$ cat config.mk
export PLATFORM = sky130hd
export DESIGN_NAME = mfps_dist
export DESIGN_NICKNAME = d
export VERILOG_FILES = /design/src/rtl/mfps_pkg.sv /design/src/rtl/mfps_dist.sv
export SDC_FILE = /design/constraint.sdc
export NUM_CORES = 2
export LEC_CHECK = 0
export BUFFER_PORTS_ARGS = -buffer_cell sky130_fd_sc_hd__buf_2
export CORE_ASPECT_RATIO = 0.7
export CORE_MARGIN = 4
export CORE_UTILIZATION = 56
export DETAILED_ROUTE_END_ITERATION = 16
export PLACE_DENSITY = 0.81
export SLEW_MARGIN = 20
export SYNTH_ARGS = -nofsm -noshare
export SYNTH_HDL_FRONTEND = slang
export SYNTH_SLANG_ARGS = --single-unit
export TNS_END_PERCENT = 10
$ cat constraint.sdc
create_clock -name clk -period 3.75 [get_ports clk]
set_input_delay 0.75 -clock clk [delete_from_list [all_inputs] [get_ports clk]]
set_output_delay 0.75 -clock clk [all_outputs]
set_load 0.02 [all_outputs]
$ cat src/rtl/mfps_pkg.sv
package mfps_pkg;

    localparam int NUM_BLOBS = 4;
    localparam int CFG_REG_COUNT = 2 * NUM_BLOBS;
    localparam int CFG_IDX_W = 4;
    localparam int CFG_SEL_W = $clog2(CFG_REG_COUNT);
    localparam int COORD_W = 10;
    localparam int DELTA_W = 12;
    localparam int SQ_W = 22;
    localparam int D2_W = 23;
    localparam int NUM_W = 19;
    localparam int REM_W = 24;
    localparam int QUO_W = NUM_W;
    localparam int DIV_STAGES = NUM_W;
    localparam int SUM_W = QUO_W + 2;
    localparam int FIELD_W = 12;

    localparam logic [D2_W-1:0] DIST_FLOOR = D2_W'(26);
    localparam logic [FIELD_W-1:0] FIELD_MAX = FIELD_W'(4095);
    localparam logic [FIELD_W-1:0] FIELD_ONE = FIELD_W'(256);
    localparam logic [FIELD_W-1:0] FIELD_BLEND_MIN = FIELD_W'(154);
    localparam logic [FIELD_W-1:0] FIELD_CAP = FIELD_W'(640);
    localparam logic [15:0] BLEND_OFFSET = 16'd1536;
    localparam logic [7:0] SAT_BLOB = 8'd240;
    localparam logic [7:0] SAT_BACK = 8'd255;
    localparam logic [7:0] VAL_BACK = 8'd12;
    localparam logic [7:0] VAL_PEAK = 8'd200;
    localparam logic [6:0] VAL_SCALE = 7'd80;

    typedef logic signed [COORD_W-1:0] coord_t;

    typedef enum logic [1:0] {
        ZONE_BACK,
        ZONE_BLEND,
        ZONE_BLOB
    } zone_t;

    typedef struct packed {
        logic [5:0] pixel_col;
        logic [5:0] pixel_row;
        logic [7:0] blob_hue;
        logic [7:0] back_hue;
    } pixel_in_t;

    typedef struct packed {
        logic [5:0] out_col;
        logic [5:0] out_row;
        logic [7:0] hue;
        logic [7:0] saturation;
        logic [7:0] brightness;
    } pixel_out_t;

    // Squared radius in Q.8, shifted up by eight bits to form the dividend.
    function automatic logic [NUM_W-1:0] blob_dividend(input int unsigned idx);
        case (idx)
            0: return NUM_W'(1239 * 256);
            1: return NUM_W'(2007 * 256);
            2: return NUM_W'(1600 * 256);
            3: return NUM_W'(829 * 256);
            default: return '0;
        endcase
    endfunction

    function automatic coord_t cfg_reset_value(input int unsigned idx);
        case (idx)
            0: return COORD_W'(56);
            2: return COORD_W'(184);
            4: return COORD_W'(120);
            6: return COORD_W'(88);
            default: return COORD_W'(136);
        endcase
    endfunction

endpackage

$ cat src/rtl/mfps_dist.sv
module mfps_dist (
    input  logic                     clk,
    input  logic                     rst_n,
    input  logic                     advance,
    input  logic                     in_valid,
    input  mfps_pkg::pixel_in_t      in_item,
    input  mfps_pkg::coord_t         centre_x [mfps_pkg::NUM_BLOBS],
    input  mfps_pkg::coord_t         centre_y [mfps_pkg::NUM_BLOBS],
    output logic                     d2_valid,
    output mfps_pkg::pixel_in_t      d2_item,
    output logic [mfps_pkg::D2_W-1:0] d2 [mfps_pkg::NUM_BLOBS]
);
    import mfps_pkg::*;

    logic                      sq_valid_reg;
    pixel_in_t                 sq_item_reg;
    logic [SQ_W-1:0]           sqx_reg [NUM_BLOBS];
    logic [SQ_W-1:0]           sqy_reg [NUM_BLOBS];
    logic [SQ_W-1:0]           sqx_next [NUM_BLOBS];
    logic [SQ_W-1:0]           sqy_next [NUM_BLOBS];
    logic                      d2_valid_reg;
    pixel_in_t                 d2_item_reg;
    logic [D2_W-1:0]           d2_reg [NUM_BLOBS];
    logic [D2_W-1:0]           d2_next [NUM_BLOBS];

    always_comb
    begin
        logic signed [DELTA_W-1:0] px;
        logic signed [DELTA_W-1:0] py;
        logic signed [DELTA_W-1:0] dx;
        logic signed [DELTA_W-1:0] dy;
        logic signed [2*DELTA_W-1:0] mx;
        logic signed [2*DELTA_W-1:0] my;
        px = $signed({2'b00, in_item.pixel_col, 4'b0000});
        py = $signed({2'b00, in_item.pixel_row, 4'b0000});
        for (int i = 0; i < NUM_BLOBS; i++)
        begin
            dx = px - DELTA_W'(centre_x[i]);
            dy = py - DELTA_W'(centre_y[i]);
            mx = dx * dx;
            my = dy * dy;
            sqx_next[i] = mx[SQ_W-1:0];
            sqy_next[i] = my[SQ_W-1:0];
        end
    end

    always_comb
    begin
        logic [D2_W-1:0] sum;
        for (int i = 0; i < NUM_BLOBS; i++)
        begin
            sum = D2_W'(sqx_reg[i]) + D2_W'(sqy_reg[i]);
            d2_next[i] = (sum < DIST_FLOOR) ? DIST_FLOOR : sum;
        end
    end

    always_ff @(posedge clk or negedge rst_n)
    begin
        if (!rst_n)
        begin
            sq_valid_reg <= 1'b0;
            d2_valid_reg <= 1'b0;
        end
        else if (advance)
        begin
            sq_valid_reg <= in_valid;
            d2_valid_reg <= sq_valid_reg;
        end
    end

    always_ff @(posedge clk)
    begin
        if (advance)
        begin
            sq_item_reg <= in_item;
            d2_item_reg <= sq_item_reg;
            for (int i = 0; i < NUM_BLOBS; i++)
            begin
                sqx_reg[i] <= sqx_next[i];
                sqy_reg[i] <= sqy_next[i];
                d2_reg[i] <= d2_next[i];
            end
        end
    end

    assign d2_valid = d2_valid_reg;
    assign d2_item = d2_item_reg;
    assign d2 = d2_reg;

endmodule

==> impl_metrics.yaml <==
global_route:
  grt_pass1_wl_mm: 241.2
  grt_use_total: 0.3122
  antenna_found_initial: 12
  grt_pass1_vias: 45880
  grt_start_max_net_pins: 77
  grt_overflow: 0
clock_tree:
  tritoncts: "built"
  clock_latency_ns: 0.61
  cts_made_buffers: 38
  cts_buffer_depth: 3
  cts_root_buf: "clkbuf_16"
  cts.sinks: 318
  cts.clk_slew.worst_paths_ns: 0.07
  htree_levels: 2
worst_hold_path:
  hp-class: "input pin to register"
setup_path:
  cp-start-kind: "input pin"
  arrival_ns: 7.22
  path_max_fanout: 8
  crit_type: "input pin to register"
  cp.required_ns: 4.09
  cp_slowest_cell: "fa_2"
  endpoint_kind: "register"
  critPathBufInv: 9
  crit_family: "adder cells"
  max_stage_delay_ns: 0.60
cells_and_area:
  largest_register_ffs: 92
  finish.utilization: 0.7551
  nNetsFinal: 8185
  area_delta_synth_final_pct: 32.48
  instances_no_fill: 7853
  drive_gt1_frac: 0.3230
  fillers: 5358
sta:
  setup_ws_ns: -3.133
  final.setup.tns_ns: -282.30
  setup-violations-final: 140
  whs_ns: 0.3301
  period_share: 1.835
  finalCriticalPeriod_ns: 6.883
  rsz0062_at_grt: "yes"
  maxClockFrequency_mhz: 145.3
  finalHoldViolations: 0
  slew_violations: 0
  tightest_slew_ns: 0.8238
  fin_skew_ns: 0.04550
  relSlewSlack: 0.4457
run_status:
  violations: "setup timing"
  status: "finished, violations left"
detailed_routing:
  ant_nets: 0
  routedWlPerCell_um: 21.04
  vias: 44070
  drc: 0
  drt_iter0_drc: 4163
  first_pass_iters: 9
  routed_wl_mm: 165.2
  viasPerCell: 5.611
die:
  die-area_um2: 97450
  ioPinCount: 233
  fp.dieH_um: 262.4
  fp.dieW_um: 371.4
  num_rows: 92
  core_area_um2: 90820
  start_util: 0.5700
yosys:
  synth.avg_cell_area_um2: 9.967
  synth-seq-cells: 318
  synthCells: 5194
  synth_top_family_by_area: "adder cells"
  syn_nets: 6777
  synth_edf_count: 316
  synth_seq_area_share: 0.1843
  yosysWarnings: 0
  muxShareOfSynthArea: 0.002417
  synthAdderAreaFrac: 0.4852
  ys_types: 82
  synth_xor_area_frac: 0.06327
  async_flop_share: 0.006289
  synth_ff_type: "edfxtp_1"
  syn_area_um2: 51770
  synth_compound_area_frac: 0.06477
  synthSimpleGateAreaFrac: 0.09972
placed_design:
  numPortBuffers: 232
  post-dp-hpwl_mm: 116.0
  place_inst: 7656
  place_congestion: 0.9850
run:
  drv_cap: 0
==> Yosys cell counts (all sizes together) (21+ instances only) <==
cell type,number,area [um^2]
o21bai,21,157.7
nor2b,22,137.6
clkbuf,26,97.59
inv,1323,4966
xor2,85,744.5
clkinv,34,127.6
o21a,28,210.2
nand2,348,1306
and3,24,150.1
nor3,77,395.4
a21oi,145,725.7
a21o,59,442.9
nand2b,36,225.2
edfxtp,316,9489
nand3,59,295.3
ha,577,7219
o21ai,68,340.3
a31oi,23,143.9
nor2,413,1550
xnor2,289,2531
and2,85,533.0
or3,23,148.9
fa,894,17900
==> routing by layer <==
layer | vias to the layer above | global-route usage | share of wire
met5 | - | 0 | 0.00060
met4 | 16 | 0.1121 | 0.055
met3 | 756 | 0.06818 | 0.10
met2 | 2563 | 0.4976 | 0.46
met1 | 21710 | 0.4234 | 0.38
li1 | 19030 | - | -
==> final timing paths <==
path                           startpoint              to  slack [ns]  depth (start not counted)
max reg2reg                 sqx_reg[3][9]           d2[0]       -0.02                          9
min reg2reg                sq_item_reg[2]      d2_item[2]        0.42                          0
min                            in_item[8]  sq_item_reg[8]        0.33                          1
min in group asynchronous           rst_n    sq_valid_reg        0.47                          2
max                           in_item[16]  sqy_reg[1][21]       -3.13                         29
max in group asynchronous           rst_n        d2_valid        3.18                          2
==> per-stage QoR <==
stage	cell area (um^2)	setup slack, ns
6_report	68580	-3.133
5_1_grt	68580	-3.239
4_1_cts	66570	-2.850
3_5_place_dp	63340	-3.716
3_3_place_gp	63340	-3.660
2_1_floorplan	52930	-3.084
==> cell usage in the layout (no fill, tap or decap), types with 18 or more instances in the layout <==
master	Yosys	final
edfxtp_1	316	316
and2_1	84	68
clkbuf_16	0	40
o21ai_0	62	46
nand2_1	348	309
nor2b_1	22	18
xnor2_2	0	31
nand3_1	59	48
buf_6	0	51
inv_2	7	115
a21o_1	59	59
inv_1	1316	1197
buf_4	0	1101
nor2_1	413	339
nand2b_1	36	28
ha_1	577	473
buf_2	1	218
nor2_2	0	39
fa_1	894	864
and3_1	24	21
nor2_4	0	35
xor2_1	85	71
ha_4	0	92
nand2_2	0	26
fa_2	0	30
xnor2_1	289	250
o21a_1	28	28
nor3_1	75	59
a21oi_2	0	49
a21oi_1	145	79
==> layout make-up <==
type                            count  area, um^2  share of cell area
Antenna cell                        3       7.507           0.0001095
Clock buffer                       46        1012             0.01476
Clock inverter                     20       209.0            0.003047
Inverter                         1357        5214             0.07602
Multi-Input combinational cell   3492       40670              0.5931
Sequential cell                   318        9539              0.1391
Tap cell                         1222        1529             0.02229
Timing Repair Buffer             1395       10400              0.1516
==> cells by family after synthesis <==
| group | after synthesis |
|---|---|
| fa+ha+maj | 1471 |
| buf+inv | 1384 |
| simple gates | 1142 |
| compound gates | 493 |
| xor+xnor | 374 |
| flops | 318 |
| mux | 12 |
==> repair_timing <==
| item | CTS | global route |
|---|---|---|
| pin swaps | 183 | 166 |
| setup buffers | 56 | 77 |
| cloned | 0 | 1 |
| endpoints found under the setup margin | 142 | 153 |
| hold buffers | 1 | 0 |
| endpoints found under the hold margin | 2 | 0 |
| gates resized for setup | 346 | 322 |
Power is left out: the tool's default activity adds up to more than one toggle a clock period on the data nets, which glitch-free logic cannot reach.
